`config.mk`:
```
export PLATFORM = sky130hd
export DESIGN_NAME = header_tail_frame_sync
export DESIGN_NICKNAME = d
export VERILOG_FILES = /design/src/hdl/hts_pkg.sv /design/src/hdl/header_tail_frame_sync.sv /design/src/hdl/hts_datapath.sv /design/src/hdl/hts_ctrl.sv
export VERILOG_INCLUDE_DIRS = /design/src /design/src/hdl
export SDC_FILE = /design/constraint.sdc
export NUM_CORES = 1
export LEC_CHECK = 0
export BUFFER_PORTS_ARGS = -buffer_cell sky130_fd_sc_hd__buf_4
export CORE_ASPECT_RATIO = 1.25
export CORE_MARGIN = 2
export CORE_UTILIZATION = 60
export DETAILED_ROUTE_END_ITERATION = 8
export PLACE_DENSITY_LB_ADDON = 0.25
export RECOVER_POWER = 25
export SLEW_MARGIN = 15
export SYNTH_ARGS = -nofsm -noshare
export SYNTH_HDL_FRONTEND = slang
export SYNTH_SLANG_ARGS = --single-unit
```
`constraint.sdc`:
```
create_clock -name clk_i -period 8.15 [get_ports clk_i]
set_clock_uncertainty 0.15 [all_clocks]
set_input_delay 0.815 -clock clk_i [delete_from_list [all_inputs] [get_ports clk_i]]
set_output_delay 0.815 -clock clk_i [all_outputs]
set_load 0.05 [all_outputs]
```
`src/hdl/header_tail_frame_sync_macros.svh`:
```
// Assertion macros shared by the frame synchroniser modules.
`ifndef HEADER_TAIL_FRAME_SYNC_MACROS_SVH
`define HEADER_TAIL_FRAME_SYNC_MACROS_SVH

`ifndef NO_ASSERTIONS
// Check a property on every clock edge outside reset.
`define HTS_ASSERT(lbl, prop) \
  lbl: assert property (@(posedge clk_i) disable iff (!rst_ni) prop) \
    else $error("hts assertion failed");
// Check that a condition never holds outside reset.
`define HTS_ASSERT_NEVER(lbl, cond) \
  lbl: assert property (@(posedge clk_i) disable iff (!rst_ni) !(cond)) \
    else $error("hts forbidden condition seen");
`else
`define HTS_ASSERT(lbl, prop)
`define HTS_ASSERT_NEVER(lbl, cond)
`endif

`endif

```
`src/hdl/hts_pkg.sv`:
```
// Package: constants, types and control structs of the header/tail frame synchroniser.
package hts_pkg;

  localparam int unsigned FRAME_LEN = 20;
  localparam int unsigned BYTE_W    = 8;
  localparam int unsigned POS_W     = 5;
  localparam int unsigned IDX_W     = $clog2(FRAME_LEN);
  localparam int unsigned CNT_W     = $clog2(FRAME_LEN + 1);
  localparam int unsigned ADDR_W    = 3;
  localparam int unsigned APB_DW    = 32;

  localparam logic [BYTE_W-1:0] HEADER_RESET = 8'h55;
  localparam logic [BYTE_W-1:0] TAIL_RESET   = 8'hFF;

  // Register index, taken from paddr[2].
  localparam logic REG_HEADER = 1'b0;
  localparam logic REG_TAIL   = 1'b1;

  typedef enum logic [1:0] {
    ST_IDLE,
    ST_CHECK,
    ST_EMIT
  } state_e;

  typedef struct packed {
    logic shift_in;   // store the accepted byte at the newest end
    logic rotate;     // move the oldest byte round to the newest end
    logic clr_count;  // restart the fill count
    logic clr_pos;    // restart the frame position
  } cmd_t;

  typedef struct packed {
    logic full;       // window holds FRAME_LEN bytes
    logic match;      // oldest equals header and newest equals tail
    logic pos_last;   // frame position is at the tail byte
  } status_t;

endpackage

```
`src/hdl/header_tail_frame_sync.sv`:
```
// Top level: header/tail frame synchroniser with its APB register block.
//
// Usage:
//   Received bytes arrive on the rx channel (rx_valid_i, rx_stall_o, rx_byte_i);
//   a word is taken at a clock edge where rx_valid_i is high and rx_stall_o low.
//   The block keeps the last FRAME_LEN (20) bytes in a shift line. Once that
//   many bytes have come in since the last frame, it checks the oldest against
//   header_value and the newest against tail_value. On a match it sends the
//   window, oldest byte first, on the frame channel (frame_valid_o,
//   frame_stall_i), with byte_position_o counting from 0 and last_of_frame_o
//   high on the tail, then starts the fill count afresh.
//   Each byte is accepted, then compared with rx held off, before the next is taken;
//   on a match the window is shifted out, one word per cycle while the
//   receiver does not stall, and rx is held off meanwhile. A stalled word
//   stays unchanged on the outputs.
//   Reset clears the fill count and the state machine, leaves the window
//   contents as they are, and loads header 0x55 and tail 0xFF.
//   Registers: 0x0 header_value, 0x4 tail_value (low 8 bits);
//   write them only while the block is idle.

module header_tail_frame_sync (
  input  logic                             clk_i,
  input  logic                             rst_ni,
  // receive channel
  input  logic                             rx_valid_i,
  output logic                             rx_stall_o,
  input  logic [hts_pkg::BYTE_W-1:0]       rx_byte_i,
  // frame channel
  output logic                             frame_valid_o,
  input  logic                             frame_stall_i,
  output logic [hts_pkg::BYTE_W-1:0]       frame_byte_o,
  output logic [hts_pkg::POS_W-1:0]        byte_position_o,
  output logic                             last_of_frame_o,
  // configuration port
  input  logic                             psel,
  input  logic                             penable,
  input  logic                             pwrite,
  input  logic [hts_pkg::ADDR_W-1:0]       paddr,
  input  logic [hts_pkg::APB_DW-1:0]       pwdata,
  output logic [hts_pkg::APB_DW-1:0]       prdata,
  output logic                             pready
);

  hts_pkg::cmd_t              cmd;
  hts_pkg::status_t           status;
  logic [hts_pkg::BYTE_W-1:0] header_q, tail_q;
  logic                       reg_wr;
  logic                       reg_idx;

  // APB: no wait states; the register index sits in paddr[2].
  assign pready  = 1'b1;
  assign reg_idx = paddr[2];
  assign reg_wr  = psel && penable && pwrite && pready;

  always_ff @(posedge clk_i or negedge rst_ni) begin
    if (!rst_ni) begin
      header_q <= hts_pkg::HEADER_RESET;
      tail_q   <= hts_pkg::TAIL_RESET;
    end else if (reg_wr) begin
      // keep only the low byte of the written word
      if (reg_idx == hts_pkg::REG_HEADER) begin
        header_q <= pwdata[hts_pkg::BYTE_W-1:0];
      end else begin
        tail_q <= pwdata[hts_pkg::BYTE_W-1:0];
      end
    end
  end

  always_comb begin
    if (reg_idx == hts_pkg::REG_HEADER) begin
      prdata = hts_pkg::APB_DW'(header_q);
    end else begin
      prdata = hts_pkg::APB_DW'(tail_q);
    end
  end

  hts_ctrl u_ctrl (
    .clk_i         (clk_i),
    .rst_ni        (rst_ni),
    .rx_valid_i    (rx_valid_i),
    .rx_stall_o    (rx_stall_o),
    .frame_valid_o (frame_valid_o),
    .frame_stall_i (frame_stall_i),
    .cmd_o         (cmd),
    .status_i      (status)
  );

  hts_datapath u_datapath (
    .clk_i           (clk_i),
    .rst_ni          (rst_ni),
    .cmd_i           (cmd),
    .status_o        (status),
    .rx_byte_i       (rx_byte_i),
    .header_value_i  (header_q),
    .tail_value_i    (tail_q),
    .frame_byte_o    (frame_byte_o),
    .byte_position_o (byte_position_o),
    .last_of_frame_o (last_of_frame_o)
  );

endmodule

```
`src/hdl/hts_datapath.sv`:
```
// Datapath: byte window shift line, fill count, frame position and match compare.
`include "header_tail_frame_sync_macros.svh"

module hts_datapath (
  input  logic                           clk_i,
  input  logic                           rst_ni,
  input  hts_pkg::cmd_t                  cmd_i,
  output hts_pkg::status_t               status_o,
  input  logic [hts_pkg::BYTE_W-1:0]     rx_byte_i,
  input  logic [hts_pkg::BYTE_W-1:0]     header_value_i,
  input  logic [hts_pkg::BYTE_W-1:0]     tail_value_i,
  output logic [hts_pkg::BYTE_W-1:0]     frame_byte_o,
  output logic [hts_pkg::POS_W-1:0]      byte_position_o,
  output logic                           last_of_frame_o
);

  // Entry 0 is the oldest byte, entry FRAME_LEN-1 the newest.
  logic [hts_pkg::BYTE_W-1:0] win_q [hts_pkg::FRAME_LEN];
  logic [hts_pkg::CNT_W-1:0]  count_q, count_d;
  logic [hts_pkg::IDX_W-1:0]  pos_q, pos_d;

  always_ff @(posedge clk_i) begin
    if (cmd_i.shift_in || cmd_i.rotate) begin
      for (int unsigned i = 0; i < hts_pkg::FRAME_LEN - 1; i++) begin
        win_q[i] <= win_q[i+1];
      end
      win_q[hts_pkg::FRAME_LEN-1] <= cmd_i.shift_in ? rx_byte_i : win_q[0];
    end
  end

  always_comb begin
    count_d = count_q;
    if (cmd_i.clr_count) begin
      count_d = '0;
    end else if (cmd_i.shift_in && (count_q != hts_pkg::CNT_W'(hts_pkg::FRAME_LEN))) begin
      count_d = count_q + hts_pkg::CNT_W'(1);
    end
    pos_d = pos_q;
    if (cmd_i.clr_pos) begin
      pos_d = '0;
    end else if (cmd_i.rotate) begin
      pos_d = pos_q + hts_pkg::IDX_W'(1);
    end
  end

  always_ff @(posedge clk_i or negedge rst_ni) begin
    if (!rst_ni) begin
      count_q <= '0;
      pos_q   <= '0;
    end else begin
      count_q <= count_d;
      pos_q   <= pos_d;
    end
  end

  assign status_o.full     = (count_q == hts_pkg::CNT_W'(hts_pkg::FRAME_LEN));
  assign status_o.match    = (win_q[0] == header_value_i) &&
                             (win_q[hts_pkg::FRAME_LEN-1] == tail_value_i);
  assign status_o.pos_last = (pos_q == hts_pkg::IDX_W'(hts_pkg::FRAME_LEN - 1));

  assign frame_byte_o    = win_q[0];
  assign byte_position_o = hts_pkg::POS_W'(pos_q);
  assign last_of_frame_o = status_o.pos_last;

  `HTS_ASSERT_NEVER(a_count_bound, count_q > hts_pkg::CNT_W'(hts_pkg::FRAME_LEN))

endmodule

```
`src/hdl/hts_ctrl.sv`:
```
// Controller: state machine that sequences accept, check and frame emission.
`include "header_tail_frame_sync_macros.svh"

module hts_ctrl (
  input  logic              clk_i,
  input  logic              rst_ni,
  input  logic              rx_valid_i,
  output logic              rx_stall_o,
  output logic              frame_valid_o,
  input  logic              frame_stall_i,
  output hts_pkg::cmd_t     cmd_o,
  input  hts_pkg::status_t  status_i
);

  hts_pkg::state_e state_q, state_d;

  always_ff @(posedge clk_i or negedge rst_ni) begin
    if (!rst_ni) begin
      state_q <= hts_pkg::ST_IDLE;
    end else begin
      state_q <= state_d;
    end
  end

  always_comb begin
    state_d       = state_q;
    cmd_o         = '0;
    rx_stall_o    = 1'b1;
    frame_valid_o = 1'b0;
    case (state_q)
      hts_pkg::ST_IDLE: begin
        rx_stall_o = 1'b0;
        if (rx_valid_i) begin
          cmd_o.shift_in = 1'b1;
          state_d        = hts_pkg::ST_CHECK;
        end
      end
      hts_pkg::ST_CHECK: begin
        if (status_i.full && status_i.match) begin
          cmd_o.clr_count = 1'b1;
          cmd_o.clr_pos   = 1'b1;
          state_d         = hts_pkg::ST_EMIT;
        end else begin
          state_d = hts_pkg::ST_IDLE;
        end
      end
      hts_pkg::ST_EMIT: begin
        frame_valid_o = 1'b1;
        if (!frame_stall_i) begin
          cmd_o.rotate = 1'b1;
          if (status_i.pos_last) begin
            state_d = hts_pkg::ST_IDLE;
          end
        end
      end
      default: begin
        state_d = hts_pkg::ST_IDLE;
      end
    endcase
  end

  `HTS_ASSERT(a_emit_after_match, (state_q == hts_pkg::ST_CHECK) ##1 (state_q == hts_pkg::ST_EMIT) |-> $past(status_i.full && status_i.match))
  `HTS_ASSERT_NEVER(a_no_accept_while_emit, frame_valid_o && !rx_stall_o)
  `HTS_ASSERT(a_tail_ends_frame, (frame_valid_o && !frame_stall_i && status_i.pos_last) |=> (state_q == hts_pkg::ST_IDLE))

endmodule

```
==> impl_metrics.ini, run 1 <==
[floorplan]
start_util_pct = 60.6
die-width_um = 98.2
dieArea_sq_mm = 0.0119
ioPinCount = 99
rows = 43
core_area_sq_mm = 0.0110
fp.dieH_um = 122

[power]
leakage_nw = 2.78
power.net_switching_mw = 0.524
seq_power_share_pct = 53.3
p_clk_share_pct = 36.9
p_comb_share_pct = 9.9
p_sw_share_pct = 23.5
power_density_mw_per_mm2 = 292
max-vdd-ir-drop_v = 0.000162
power.internal_mw = 1.71

[global_routing]
antenna_found_initial = 0
grt_pass1_vias = 2727
gr-total-overflow = 0
grt_pass1_wl_mm = 14.6
grt_max_degree = 101
grt_use_total_pct = 16.7

[sta]
timing.hold.ws_ns = 0.269
min_period_ns = 3.22
rsz0062_at_grt = false
finalHoldViolations = 0
fin_ws_ns = 4.93
tightest_slew_ns = 1.56
slew_viol_final = 29
timing.slew.headroom_pct = -3.87
setup_violations = 0
fmax_mhz = 310
tns_ns = 0
finalCritPeriodShare_pct = 39.5

[clock_network]
htreeDepth = 4
post_cts_buffers = 0
cts.repair.resized = 0
clk_latency_ns = 0.41
cts_sinks = 188
cts_buffer_depth = 2
cts_tree = built
clkSlewWorstSetupHoldPaths_ns = 0.06
holdBufCountCts = 0
clockRootBuffer = clkbuf_16
cts_buffers = 17

[cells_and_area]
postLayoutCellArea_sq_mm = 0.00762
fillers = 717
nets = 431
multi_input_area_sq_um = 962
num_antenna_cells = 0
fin_util_pct = 69.4
syn_to_final_growth_pct = 14.6
area.sequential_sq_mm = 0.00552
drive_above_1_share_pct = 32.5

[setup_path]
cp-endpoint = u_datapath.win_q[4][4]
cp.required_ns = 8.04
cpPeakStageDelay_ns = 0.77
path_class = in2reg
r2r_cells = 3
startpoint_type = input port
critPathSlowestCell = or2_4
r2r_start = u_ctrl.state_q[1]
cp-end-kind = register
r2r_end = u_datapath.win_q[4][4]
cp_max_fo = 100
crit_chain = buf_4, nor3b_1, or2_4, buf_6
arrival_ns = 3.11
worstSetupStartpoint = frame_stall_i
regToRegSetupSlack_ns = 4.95

[placed_design]
placed_area_sq_mm = 0.00703
place_ws_ns = 4.18
io_buffers = 47
routabilityCongestion = 0.725
post-dp-hpwl_mm = 5.56

[route]
first_iter_violations = 217
ant_nets = 0
wl_mm = 9.43
drc = 0
viasPerCell = 5.28
post_drt_wl_per_cell_um = 17.9
drt-pass1-iter-count = 4
routed-via-count = 2779

[status]
violations = capacitance limit, slew limit
status = complete, but fails checks

[synth]
ys_seq_area_share_pct = 83.0
yosysWarnings = 0
yosys.cell_types.count = 28
avgSynthCellArea_sq_um = 20.7
postSynthCellCount = 322
synthesis.area_sq_mm = 0.00665
synth.ff_latch_count = 188

[min_path]
hold_path.class = reg2reg

[flow_run]
maxCapViolCount = 1
sequential cells by signal (all words and copies together), names as in the netlist:
name,flops
u_datapath.win_q,160
u_datapath.byte_position_o,5
header_q,8
tail_q,8
u_ctrl.state_q,2
u_datapath.count_q,5
final cells by class:
cell class / count / area share (%)
sequential: 188 / 72.4
timing repair buffer: 49 / 4.83
clock inverter: 14 / 2.18
clock buffer: 18 / 5.63
inverter: 2 / 0.0985
multi-input combinational: 120 / 12.6
tap: 135 / 2.22
logic make-up (layout without fill, tap and decap cells):
| group | after synthesis | in the layout | share of synthesized area (%) |
|---|---|---|---|
| adder cells (fa/ha/maj) | 3 | 3 | 0.564 |
| multiplexers | 34 | 34 | 5.72 |
| flip-flops | 188 | 188 | 83.0 |
| buffers and inverters | 37 | 83 | 3.95 |
| XOR/XNOR | 24 | 24 | 3.16 |
| AO/OA/AOI/OAI | 10 | 10 | 0.809 |
| AND/OR/NAND/NOR | 24 | 24 | 2.69 |
| other | 2 | 25 | 0.113 |
stage by stage:
step	total power, mW	instances
after global placement	1.42	494
after global routing	2.31	526
final	2.23	526
after CTS	2.25	526
after detailed placement	1.43	494
after floorplan	1.37	345
power groups by stage:
stage	Combinational, mW	Clock [mW]	Sequential [mW]
2_1_floorplan	0.177	0	1.19
3_3_place_gp	0.214	0	1.20
3_5_place_dp	0.222	0	1.21
4_1_cts	0.222	0.835	1.19
5_1_grt	0.236	0.876	1.20
6_report	0.220	0.822	1.19
placed cells by master (no fill, tap or decap), types with 2 or more instances in the layout:
cell,n
a21oi_1,9
buf_4,47
bufinv_16,3
clkbuf_1,2
clkbuf_16,17
clkinv_1,2
clkinv_2,2
clkinvlp_4,2
conb_1,25
dfrtp_1,16
dfstp_2,12
edfxtp_1,160
ha_1,3
inv_1,2
inv_6,4
mux2_2,32
mux2i_1,2
nand2_1,2
nand3_1,2
nand4_1,7
xnor2_1,14
xor2_1,10
how the worst min path moves through the flow:
| stage | endpoint | cells after the start | from |
|---|---|---|---|
| 6_report | u_datapath.win_q[0][8] | 0 | u_datapath.win_q[0][16] |
| 3_5_place_dp | u_datapath.win_q[0][22] | 0 | u_datapath.win_q[0][30] |
| 2_1_floorplan | u_datapath.win_q[0][0] | 0 | u_datapath.win_q[0][8] |
| 3_3_place_gp | u_datapath.win_q[2][26] | 0 | u_datapath.win_q[3][2] |
| 5_1_grt | u_datapath.win_q[0][26] | 0 | u_datapath.win_q[1][2] |
| 4_1_cts | u_datapath.byte_position_o[1] | 1 | rst_ni |
critical path, delay by kind of cell:
family	cells	cell delay [ns]
and+or+nand+nor	2	1.38
buffers and inverters	2	0.83
cells in the mapped netlist, drive strengths merged:
library cell	n	area, sq um
a21oi	9	45.0
a22o	1	8.76
buf	33	248
clkbuf	2	7.51
conb	2	7.51
dfrtp	16	400
dfstp	12	315
edfxtp	160	4800
ha	3	37.5
inv	2	7.51
mux2	32	360
mux2i	2	20.0
nand2	2	7.51
nand2b	1	6.26
nand3	2	10.0
nand4	7	43.8
nand4b	2	23.8
nor2	1	3.75
nor2b	1	6.26
nor3	1	5.00
nor3b	2	15.0
nor4b	1	23.8
nor4bb	1	10.0
or2	2	12.5
or4	1	11.3
xnor2	14	123
xor2	10	87.6
layer usage:
metal | wire (um) | GRT usage (%) | part of all wire, %
met1 | 4520 | 24.8 | 48
met2 | 4370 | 24.1 | 46
met3 | 427 | 4.76 | 4.5
met4 | 106 | 6.42 | 1.1
met5 | 0 | 0 | 0
Note: power is estimated with default switching activity, not from simulation.
==> inputs of run 2 (changes only) <==
--- a/config.mk
+++ b/config.mk
@@ -9,7 +9,7 @@
 export BUFFER_PORTS_ARGS = -buffer_cell sky130_fd_sc_hd__buf_4
 export CORE_ASPECT_RATIO = 1.25
 export CORE_MARGIN = 2
-export CORE_UTILIZATION = 60
+export CORE_UTILIZATION = 51
 export DETAILED_ROUTE_END_ITERATION = 8
 export PLACE_DENSITY_LB_ADDON = 0.25
 export RECOVER_POWER = 25
==> constraint.sdc (replaced) <==
create_clock -name clk_i -period 2.8 [get_ports clk_i]
set_clock_uncertainty 0.15 [all_clocks]
set_input_delay 0.28 -clock clk_i [delete_from_list [all_inputs] [get_ports clk_i]]
set_output_delay 0.28 -clock clk_i [all_outputs]
set_load 0.05 [all_outputs]
==> run 2 against run 1 <==
Effect of this change: the flow now finishes without violations; setup slack got worse by 4.5 ns; combinational power rose to 3.0 times the previous value; clock power rose to 2.8 times the previous value; sequential share of layout area fell by 2.1 points; largest power group unchanged; highest routed layer unchanged.
==> impl_metrics.ini, run 2 (synthesis results as in run 1) <==
[floorplan]
dieArea_sq_mm = 0.0140
die-width_um = 106
core_area_sq_mm = 0.0127
rows = 46
start_util_pct = 52.3
fp.dieH_um = 132
ioPinCount = 99

[global_routing]
grt_pass1_wl_mm = 15.4
gr-total-overflow = 0
antenna_found_initial = 0
grtUsageMet2_pct = 22.5
grt_busiest_layer = met2
grt_max_degree = 40
grt_use_total_pct = 15.2
grt_use_met1_pct = 21.2
grt_pass1_vias = 2833
grt_use_met3_pct = 4.32

[route]
ant_nets = 0
wl_mm = 9.92
drc = 0
post_drt_wl_per_cell_um = 17.3
routed-via-count = 2797
viasPerCell = 4.86
first_iter_violations = 193
drt-pass1-iter-count = 4

[sta]
slew_viol_final = 0
fmax_mhz = 423
finalCritPeriodShare_pct = 84.3
tns_ns = 0
tightest_slew_ns = 0.613
finalHoldViolations = 0
rsz0062_at_grt = false
min_period_ns = 2.36
timing.slew.headroom_pct = 58.9
setup_violations = 0

[clock_network]
cts_buffer_depth = 2
clockRootBuffer = clkbuf_16
clk_latency_ns = 0.42
cts_sinks = 188
post_cts_buffers = 0
cts.repair.resized = 0
htreeDepth = 4
cts_tree = built
cts_buffers = 17
holdBufCountCts = 11
clkSlewWorstSetupHoldPaths_ns = 0.06

[placed_design]
io_buffers = 47
placedCellCount = 532
routabilityCongestion = 0.717
post-dp-hpwl_mm = 6.11
placed_area_sq_mm = 0.00715

[cells_and_area]
final_cell_mix = edfxtp_1, buf_4, mux2_2
regMostFlops = u_datapath.win_q
largest_register_ffs = 160
multi_input_area_sq_um = 973
nets = 447
finalNonFillerCells = 575
area.sequential_sq_mm = 0.00552
num_antenna_cells = 0
fin_util_pct = 61.7
final_common_cell = edfxtp_1
drive_above_1_share_pct = 32.9
syn_to_final_growth_pct = 18.0
fillers = 922
reg_top3 = u_datapath.win_q (160), header_q (8), tail_q (8)
postLayoutCellArea_sq_mm = 0.00785

[power]
leakage_nw = 2.86
max-vdd-ir-drop_v = 0.000426
power_density_mw_per_mm2 = 823

[min_path]
hold_path.class = in2reg

[setup_path]
startpoint_type = register
cp-end-kind = register
cp_max_fo = 10
arrival_ns = 2.49
path_class = reg2reg
cp.required_ns = 2.93

[flow_run]
maxCapViolCount = 0

[status]
status = complete, no violations
## run 2: cell count changes in the layout (fill, tap and decap cells not counted), sizes merged
cell,previous run,this run
clkbuf,19,18
dlygate4sd3,0,11
inv,6,2
clkinvlp,2,4
buf,48,54
clkinv,5,7
## run 2: critical path, stage by stage, from the launching register on
cell and delay, ns:
dfrtp_1 0.40, inv_1 0.10, ha_1 0.16, nand4b_2 0.16, or4_4 0.56, nor4b_4 0.55, a21oi_1 0.15
## run 2: worst paths after layout
check                                   startpoint                            end  slack [ns]  cells after the start
max                          u_datapath.count_q[0]  u_datapath.byte_position_o[2]        0.44                      6
min                                   rx_byte_i[6]        u_datapath.win_q[4][30]        0.02                      2
max reg2reg                  u_datapath.count_q[0]  u_datapath.byte_position_o[2]        0.44                      6
min reg2reg                u_datapath.win_q[4][17]         u_datapath.win_q[4][9]        0.27                      0
max in group asynchronous                   rst_ni                    header_q[0]        2.02                      2
min in group asynchronous                   rst_ni                    header_q[5]        0.17                      2
## run 2: final cells by class
cell class / instances / share of cell area [%]
Sequential cell: 188 / 70.4
Multi-Input combinational cell: 120 / 12.4
Timing Repair Buffer: 65 / 7.05
Clock buffer: 18 / 5.47
Tap cell: 168 / 2.68
Clock inverter: 14 / 1.95
Inverter: 2 / 0.0957
## run 2: metal layers
layer | vias up | wire length, um
met5 | - | 0
met4 | 0 | 174
met3 | 14 | 463
met2 | 63 | 4660
met1 | 1416 | 4630
li1 | 1304 | -
## run 2: power breakdown
part | total, mW | switching, mW | leakage (nW) | internal [mW]
Clock | 2.34 | 0.951 | 0.274 | 1.39
Combinational | 0.661 | 0.409 | 0.728 | 0.252
Sequential | 3.46 | 0.135 | 1.85 | 3.32
## run 2: metrics by stage
stage | hold WS (ns) | worst slack, ns | total power [mW]
final | 0.0213 | 0.439 | 6.46
after floorplan | -0.166 | 0.0846 | 3.99
after global placement | 0.0684 | 0.468 | 4.14
after global routing | 0.00682 | 0.274 | 6.70
after detailed placement | 0.0727 | 0.435 | 4.17
after CTS | 0.000502 | 0.415 | 6.54
==> inputs of run 3 (changes only) <==
--- a/config.mk
+++ b/config.mk
@@ -9,7 +9,7 @@
 export BUFFER_PORTS_ARGS = -buffer_cell sky130_fd_sc_hd__buf_4
 export CORE_ASPECT_RATIO = 1.25
 export CORE_MARGIN = 2
-export CORE_UTILIZATION = 51
+export CORE_UTILIZATION = 56
 export DETAILED_ROUTE_END_ITERATION = 8
 export PLACE_DENSITY_LB_ADDON = 0.25
 export RECOVER_POWER = 25
==> constraint.sdc (replaced) <==
create_clock -name clk_i -period 2.4 [get_ports clk_i]
set_clock_uncertainty 0.15 [all_clocks]
set_input_delay 0.24 -clock clk_i [delete_from_list [all_inputs] [get_ports clk_i]]
set_output_delay 0.24 -clock clk_i [all_outputs]
set_load 0.05 [all_outputs]
==> run 3 against run 2 <==
Effect of this change: global-route usage up 1.9 points; setup slack worse by 0.24 ns; design area up 0.97%; the flow now finishes with violations (capacitance limit, slew limit); worst hold slack better by 0.24 ns; clock-buffer cell count up 1; clock power up 15%; first-iteration DRC count up 6.7%; cell count up 0.35%; register-to-register slack worse by 0.24 ns; maximum frequency up 7.4%; die area down 8.6%.
==> impl_metrics.ini, run 3 (synthesis results as in run 1) <==
[status]
status = complete, but fails checks
violations = capacitance limit, slew limit

[cells_and_area]
fin_util_pct = 68.2
drive_above_1_share_pct = 32.7
final_common_cell = edfxtp_1
reg_top3 = u_datapath.win_q (160), header_q (8), tail_q (8)
syn_to_final_growth_pct = 19.1
largest_register_ffs = 160
num_antenna_cells = 0
fillers = 746
regMostFlops = u_datapath.win_q
final_cell_mix = edfxtp_1, buf_4, mux2_2
nets = 456

[sta]
finalHoldViolations = 0
timing.slew.headroom_pct = -4.52
rsz0062_at_grt = false
min_period_ns = 2.20
setup_violations = 0
tightest_slew_ns = 1.57
finalCritPeriodShare_pct = 91.6
fmax_mhz = 455
fin_ws_ns = 0.201
slew_viol_final = 29

[clock_network]
clockRootBuffer = clkbuf_16
cts_tree = built
clk_latency_ns = 0.42
cts_buffers = 17
cts_sinks = 188
htreeDepth = 4
clkSlewWorstSetupHoldPaths_ns = 0.07
cts_buffer_depth = 2

[min_path]
hold_path.class = in2reg

[global_routing]
grt_max_degree = 61
antenna_found_initial = 0
grt_pass1_vias = 2921
grt_pass1_wl_mm = 15.7
gr-total-overflow = 0
grt_use_total_pct = 17.1

[floorplan]
core_area_sq_mm = 0.0116
start_util_pct = 57.3
die-width_um = 101
dieArea_sq_mm = 0.0128
ioPinCount = 99
rows = 44
fp.dieH_um = 126

[setup_path]
cp_max_fo = 10
startpoint_type = register
arrival_ns = 2.35
cp.required_ns = 2.55
path_class = reg2reg
cp-end-kind = register

[route]
ant_nets = 0
wl_mm = 10.2
post_drt_wl_per_cell_um = 17.7
viasPerCell = 4.94
drc = 0
drt-pass1-iter-count = 4
routed-via-count = 2850
first_iter_violations = 206

[placed_design]
post-dp-hpwl_mm = 6.07
place_ws_ns = 0.213
io_buffers = 47
routabilityCongestion = 0.700

[flow_run]
maxCapViolCount = 1

[power]
max-vdd-ir-drop_v = 0.000494
leakage_nw = 2.89
power_density_mw_per_mm2 = 949
power_mw = 7.52
==> run 3: changes by cell type in the layout (fill, tap and decap cells not counted), sizes merged <==
cell / delta
clkbuf: +2
dlygate4sd3: +7
bufinv: -1
inv: +1
clkinvlp: -1
buf: +1
==> run 3: layout make-up <==
class	count	area (sq um)	area share, %
sequential	188	5520	69.7
multi-input combinational	120	982	12.4
timing repair buffer	74	634	8.01
clock buffer	19	433	5.46
tap	161	201	2.54
clock inverter	13	144	1.82
inverter	2	7.51	0.0948
==> run 3: what timing repair did <==
item                      in CTS  in global routing
hold buffers                  18                  0
gates resized for setup        0                  0
buffers inserted               0                  0
hold endpoints to repair      53                  0
==> run 3: report_power, final <==
group          switching [mW]  internal (mW)  leakage [nW]
combinational           0.484          0.301         0.764
clock                    1.16           1.54         0.271
sequential              0.159           3.88          1.85
total                    1.80           5.72          2.89
==> run 3: worst max-delay path, stage by stage (launching register included) <==
cell      delay, ns
dfrtp_1        0.40
inv_1          0.09
ha_1           0.17
nand4b_2       0.15
or4_4          0.56
nor4b_4        0.26
buf_4          0.21
a21oi_1        0.09
==> run 3: final timing paths <==
path | slack, ns | start | cells after the start | endpoint
worst max register to register | 0.20 | u_datapath.count_q[0] | 7 | u_datapath.count_q[4]
worst min-delay path | 0.27 | penable | 4 | header_q[7]
min in group asynchronous | 0.60 | rst_ni | 2 | header_q[7]
worst max-delay path | 0.20 | u_datapath.count_q[0] | 7 | u_datapath.count_q[4]
max in group asynchronous | 0.58 | rst_ni | 2 | u_datapath.count_q[1]
worst min register to register | 0.27 | u_datapath.win_q[2][24] | 0 | u_datapath.win_q[2][16]
==> run 3: per-stage QoR <==
stage | cell area, sq um | setup TNS [ns] | hold WS (ns) | std cells
after floorplan | 6780 | -41.95 | -0.206 | 345
after global placement | 7170 | 0 | 0.0242 | 527
after detailed placement | 7170 | 0 | 0.0333 | 527
after CTS | 7930 | 0 | 0.124 | 577
after global routing | 7920 | 0 | 0.263 | 577
final | 7920 | 0 | 0.266 | 577
==> run 3: layer usage <==
layer,vias up,GRT usage (%),share of wire (%)
met5,-,0,0
met3,12,4.83,3.0
met2,62,25.2,48
met1,1445,25.0,47
met4,0,5.72,1.3
li1,1331,-,-
